`src/design/pes_pkg.sv`:
```
`default_nettype none
package pes_pkg;

	localparam int ID_W       = 16;
	localparam int PERIOD_W   = 16;
	localparam int OUT_TIME_W = 48;

	localparam logic [1:0] STATUS_REGISTERED = 2'd0;
	localparam logic [1:0] STATUS_FIRED      = 2'd1;
	localparam logic [1:0] STATUS_FULL       = 2'd2;
	localparam logic [1:0] STATUS_EMPTY      = 2'd3;

	localparam logic MODE_REGISTER = 1'b0;
	localparam logic MODE_NEXT     = 1'b1;

	typedef struct packed {
		logic wr;
		logic adv;
	} cell_cmd_t;

endpackage
`default_nettype wire

```
`src/design/pes_cell.sv`:
```
`default_nettype none
module pes_cell #(
	parameter int TIME_WIDTH = 48,
	parameter int IW         = 4,
	parameter int IDX        = 0
) (
	input  wire                          clk,
	input  wire                          arst_n,
	input  wire  pes_pkg::cell_cmd_t     cmd,
	input  wire  [pes_pkg::ID_W-1:0]     wr_id,
	input  wire  [pes_pkg::PERIOD_W-1:0] wr_period,
	input  wire                          up_vld,
	input  wire  [TIME_WIDTH-1:0]        up_time,
	input  wire  [pes_pkg::ID_W-1:0]     up_id,
	input  wire  [IW-1:0]                up_idx,
	output logic                         dn_vld,
	output logic [TIME_WIDTH-1:0]        dn_time,
	output logic [pes_pkg::ID_W-1:0]     dn_id,
	output logic [IW-1:0]                dn_idx
);

	logic                         vld_q;
	logic [pes_pkg::ID_W-1:0]     id_q;
	logic [pes_pkg::PERIOD_W-1:0] per_q;
	logic [TIME_WIDTH-1:0]        time_q;
	logic [TIME_WIDTH:0]          sum;
	logic [TIME_WIDTH-1:0]        time_adv;
	logic                         own_better;

	assign sum      = {1'b0, time_q} + (TIME_WIDTH+1)'(per_q);
	assign time_adv = sum[TIME_WIDTH] ? {TIME_WIDTH{1'b1}} : sum[TIME_WIDTH-1:0];

	// The slot passes its own entry only when {time, id} is strictly smaller: equal times go to the lower id.
	assign own_better = vld_q && (!up_vld || ({time_q, id_q} < {up_time, up_id}));

	always_ff @(posedge clk or negedge arst_n) begin
		if (!arst_n) begin
			vld_q <= 1'b0;
		end else if (cmd.wr) begin
			vld_q <= 1'b1;
		end
	end

	always_ff @(posedge clk) begin
		if (cmd.wr) begin
			id_q   <= wr_id;
			per_q  <= wr_period;
			time_q <= TIME_WIDTH'(wr_period);
		end else if (cmd.adv) begin
			time_q <= time_adv;
		end
	end

	always_ff @(posedge clk or negedge arst_n) begin
		if (!arst_n) begin
			dn_vld <= 1'b0;
		end else begin
			dn_vld <= own_better || up_vld;
		end
	end

	always_ff @(posedge clk) begin
		if (own_better) begin
			dn_time <= time_q;
			dn_id   <= id_q;
			dn_idx  <= IW'(IDX);
		end else begin
			dn_time <= up_time;
			dn_id   <= up_id;
			dn_idx  <= up_idx;
		end
	end

endmodule
`default_nettype wire
```
`config.mk`:
```
export PLATFORM = sky130hd
export DESIGN_NAME = pes_cell
export DESIGN_NICKNAME = d
export VERILOG_FILES = /design/src/design/pes_pkg.sv /design/src/design/pes_cell.sv
export SDC_FILE = /design/constraint.sdc
export NUM_CORES = 1
export LEC_CHECK = 0
export ABC_CLOCK_PERIOD_IN_PS = 6800
export BUFFER_PORTS_ARGS = -buffer_cell sky130_fd_sc_hd__buf_4
export CORE_UTILIZATION = 25
export CTS_CLUSTER_DIAMETER = 50
export DETAILED_ROUTE_END_ITERATION = 10
export SETUP_SLACK_MARGIN = 0.05
export SYNTH_ARGS = -nofsm -noshare
export SYNTH_HDL_FRONTEND = slang
export SYNTH_SLANG_ARGS = --single-unit
export TNS_END_PERCENT = 10
```
`constraint.sdc`:
```
create_clock -name clk -period 6.8 [get_ports clk]
set_input_delay 1.36 -clock clk [delete_from_list [all_inputs] [get_ports clk]]
set_output_delay 1.36 -clock clk [all_outputs]
set_load 0.01 [all_outputs]
```
==> After elaboration in Yosys (flattened, before gate mapping) <==
Cells that the tools add are included.
W data, S select, Z words.
{ "totals": {"out_inout_bits": 69, "elab_cells": 21, "regBits": 150, "input_bits": 105} }
{ "op_classes": {"add_sub_neg": 1, "n_reduce_logical": 5, "n_lt_le_gt_ge": 1, "n_mux": 5} }
{ "op_table": {"columns": ["operator", "n"], "rows": [
  ["$mux W48", 2],
  ["$lt A64 B64 Y1", 1],
  ["$add A48 B16 Y49", 1],
  ["$mux W16", 3],
  ["$logic_or A1 B1 Y1", 2],
  ["$reduce_bool A2 Y1", 1],
  ["$logic_and A1 B1 Y1", 1],
  ["$logic_not A1 Y1", 1]
]} }

==> Longest topological paths before layout <==
{ "logic_depth": {"word_depth": 4, "ltp_mapped": 12, "mapped_depth_nobuf": 10} }

==> Worst setup path after synthesis <==
Ideal clock, no wire load.
{ "synth_timing": {"kind": "input -> register", "start": "input up_id[14] (netlist bit)", "end": "register dn_time[33]", "required_ps": 6679, "setup_time_ps": 121, "t_arrival_ps": 3398, "path_buffers": 2, "cell_stages": 12, "path_slack_ps": 3281, "cell_sequence": "inv_1 -> ha_1 -> a21oi_1 -> nand2_1 -> a22o_1 -> a2111oi_1 -> o31ai_1 -> a31oi_1 -> o21ai_1 -> buf_6 -> buf_6 -> mux2_4"} }
{ "synth_between": {"elab_chain_cells": 4} }
{ "synth_rtl": {"columns": ["element", "line_no", "source"], "rows": [
  ["start: declaration", "pes_cell.sv:14", "input wire [pes_pkg::ID_W-1:0] up_id,"],
  ["$lt A64 B64 Y1", "pes_cell.sv:34", "assign own_better = vld_q && (!up_vld || ({time_q, id_q} < {up_time, up_id}));"],
  ["$logic_or A1 B1 Y1", "pes_cell.sv:34", null],
  ["$logic_and A1 B1 Y1", "pes_cell.sv:34", null],
  ["$mux W48", "pes_cell.sv:63", "if (own_better) begin"],
  ["end signal: assignment", "pes_cell.sv:64", "dn_time <= time_q;"],
  ["end signal: assignment", "pes_cell.sv:68", "dn_time <= up_time;"],
  ["end: declaration", "pes_cell.sv:17", "output logic [TIME_WIDTH-1:0] dn_time,"]
]} }
No other way between the ends.
A chain may end at the register's enable or synchronous reset.

==> Worst setup path in the final report <==
{ "layout_timing": {"start": "input up_id[11] (netlist bit)", "end": "register dn_time[4]"} }
The elaborated chain is that of the path after synthesis.

==> flow_summary.ini <==
[final_layout]
regArea_sq_um = 3490
syn2layout_area_growth_pct = 30.0
nFillCells = 3109
drive_gt1_frac = 0.295
multiInputGateArea_sq_um = 3910
finish.instance_area_sq_um = 10100
insertedDiodeCount = 0
final_nets = 1110
post-route-util = 0.331

[pwr]
power_density_nw_per_um2 = 253
p_seq_frac = 0.413
peakVddDrop_mv = 0.168
p_leak_nw = 4.49
p_switching_mw = 0.710
intPower_mw = 1.85
pwr-share-clk = 0.378
p_sw_frac = 0.277
comb_power_share = 0.209

[sta]
tns_ps = 0
rsz0062_at_grt = false
setup_viol = 0
report.final.slew_viol_count = 0
slew_headroom = 0.545
holdWs_ps = 510
tightest_slew_ps = 683
layout_setup_ws_ps = 2520
max_freq_mhz = 234
clock_skew_ps = 9.78
min_period_over_period = 0.629
final_hold_viol_count = 0
min_period_ps = 4280

[drt]
drc = 0
first_pass_iters = 4
drtIter0Drc = 201
wl_mm = 20.1
ant_nets = 0
via_per_inst = 4.49
vias = 5983
wire_per_inst_um = 15.1

[setup_path]
path_cells = buf_4, inv_1, ha_1, nand4_1, nor4_1, a2111oi_1, o31ai_1, a31oi_1, o21ai_4, buf_12, mux2_2
required_ps = 7110
path_class = input pin to flip-flop
r2r_cells = 9
cp-end-kind = flip-flop
rrSetupSlack_ps = 3150
worst_path_max_delay_cell = o31ai_1
arrival_ps = 4590
start_kind = input pin
critPathMaxStageDelay_ps = 570
crit_path_max_fanout = 53

[global_routing]
first_global_vias = 5971
grt-ovfl-total = 0
track_usage = 0.130
grt_max_degree = 56
antenna_found_initial = 0
grt_pass1_wl_mm = 31.2

[floorplanning]
die_area_sq_um = 31900
core_sq_um = 30600
pin_count = 174
initial_core_util = 0.255
fp.dieW_um = 179
rows = 64
die_y_um = 179

[logic_synthesis]
synthDistinctLibCells = 52
ys.warnings.count = 0
syn_area_sq_um = 7790
synthTopCellsByArea = dfxtp_1, edfxtp_1, ha_1
ys_ff_latch = 150
yosysSeqAreaShare = 0.448
ys.flop_type = dfxtp_1
synthArstFlopShare = 0.0133
yosys.area.top_type = dfxtp_1
synth_enable_flop_cells = 48
synth_nets = 936
syn_avg_cell_area_sq_um = 10.4
syn_inst = 751
yosysTopAreaCellShare = 0.257

[clock_network]
clk_pin_slew_worst_paths_ps = 60
clkLatencyLatePin_ps = 430
clk_path_buf_depth = 2
cts_resized = 0
cts_tree = done
numCtsBuffers = 17
cts_root_buf = clkbuf_16
htreeDepth = 4
clock-sinks = 150
postCtsSetupBuffers = 0
holdBufCountCts = 0

[placed_design]
postPlaceCellArea_sq_um = 9520
place.gp.congestion = 0.795
numPortBuffers = 173
place_ws_ps = 1960
dpl.hpwl_mm = 15.3

[hold_path]
hold_class = flip-flop to flip-flop
hold_depth = 1

[outcome]
outcome = finished clean

[job]
cap_viol_max_count = 0
per-layer routing:
metal | part of all wire | vias to the layer above | GRT usage
li1 | - | 3044 | -
met1 | 0.47 | 2782 | 0.164
met4 | 0.0093 | 0 | 0.0364
met2 | 0.46 | 146 | 0.214
met3 | 0.059 | 11 | 0.0354
met5 | 0 | - | 0
worst paths after layout:
path                           start    endpoint
setup / recovery           up_id[11]  dn_time[4]
hold / removal               id_q[0]    dn_id[0]
setup reg to reg            id_q[11]  dn_time[4]
hold reg to reg              id_q[0]    dn_id[0]
max in group asynchronous     arst_n       vld_q
min in group asynchronous     arst_n      dn_vld
sequential cells by signal, summed over array words and instances (netlist names):
register  count
dn_time      48
time_q       48
dn_id        16
id_q         16
per_q        16
dn_idx        4
dn_vld        1
vld_q         1
Yosys cell counts (7+ instances only):
cell      instances
a21o_1           20
a21oi_1          74
and2_1            7
buf_2             7
clkbuf_1         12
dfxtp_1         100
edfxtp_1         48
ha_1             79
inv_1            77
mux2_2           48
mux2_4           14
nand2_1          38
nand3_1          23
nand4_1          21
nor2_1           28
nor3_1           27
o21ai_0          13
xnor2_1          17
xor2_1           18
power by group through the flow:
stage          Clock [mW]  Sequential [mW]  Combinational, mW
2_1_floorplan           0             1.08              0.330
3_3_place_gp            0             1.08              0.533
3_5_place_dp            0             1.08              0.539
4_1_cts              1.00             1.06              0.543
5_1_grt              1.04             1.07              0.608
6_report            0.970             1.06              0.536
per-stage QoR:
step           instances  total power, mW
2_1_floorplan        751             1.41
3_5_place_dp        1302             1.62
4_1_cts             1334             2.60
5_1_grt             1334             2.71
3_3_place_gp        1302             1.61
6_report            1334             2.56
cell usage in the layout, fill, tap and decap left out, drive strengths merged, types with 28 or more instances in the layout:
cell	synthesis	final
ha	79	79
edfxtp	48	48
buf	10	177
inv	77	81
a21oi	74	74
nor2	28	28
mux2	62	62
dfxtp	100	100
nand2	38	38
nor3	28	28
critical path: cells and delay by family:
family	cells	cell delay, ps
compound gates	4	1520
buf+inv	3	490
simple gates	2	440
mux	1	390
fa+ha+maj	1	310
final cells by class:
type | count | share of cell area
clock inverter | 9 | 0.00828
sequential | 150 | 0.345
clock buffer | 23 | 0.0515
multi-input combinational | 502 | 0.386
tap | 396 | 0.0489
inverter | 77 | 0.0285
timing repair buffer | 177 | 0.132
logic make-up after synthesis:
| logic type | synth area share |
|---|---|
| muxes | 0.100 |
| xor gates and xnor gates | 0.0394 |
| AOI/OAI and AO/OA | 0.114 |
| adders and majority gates | 0.129 |
| and+or+nand+nor | 0.117 |
| DFF | 0.448 |
| buffers and inverters | 0.0517 |
Power figures use the tool's default switching activity.
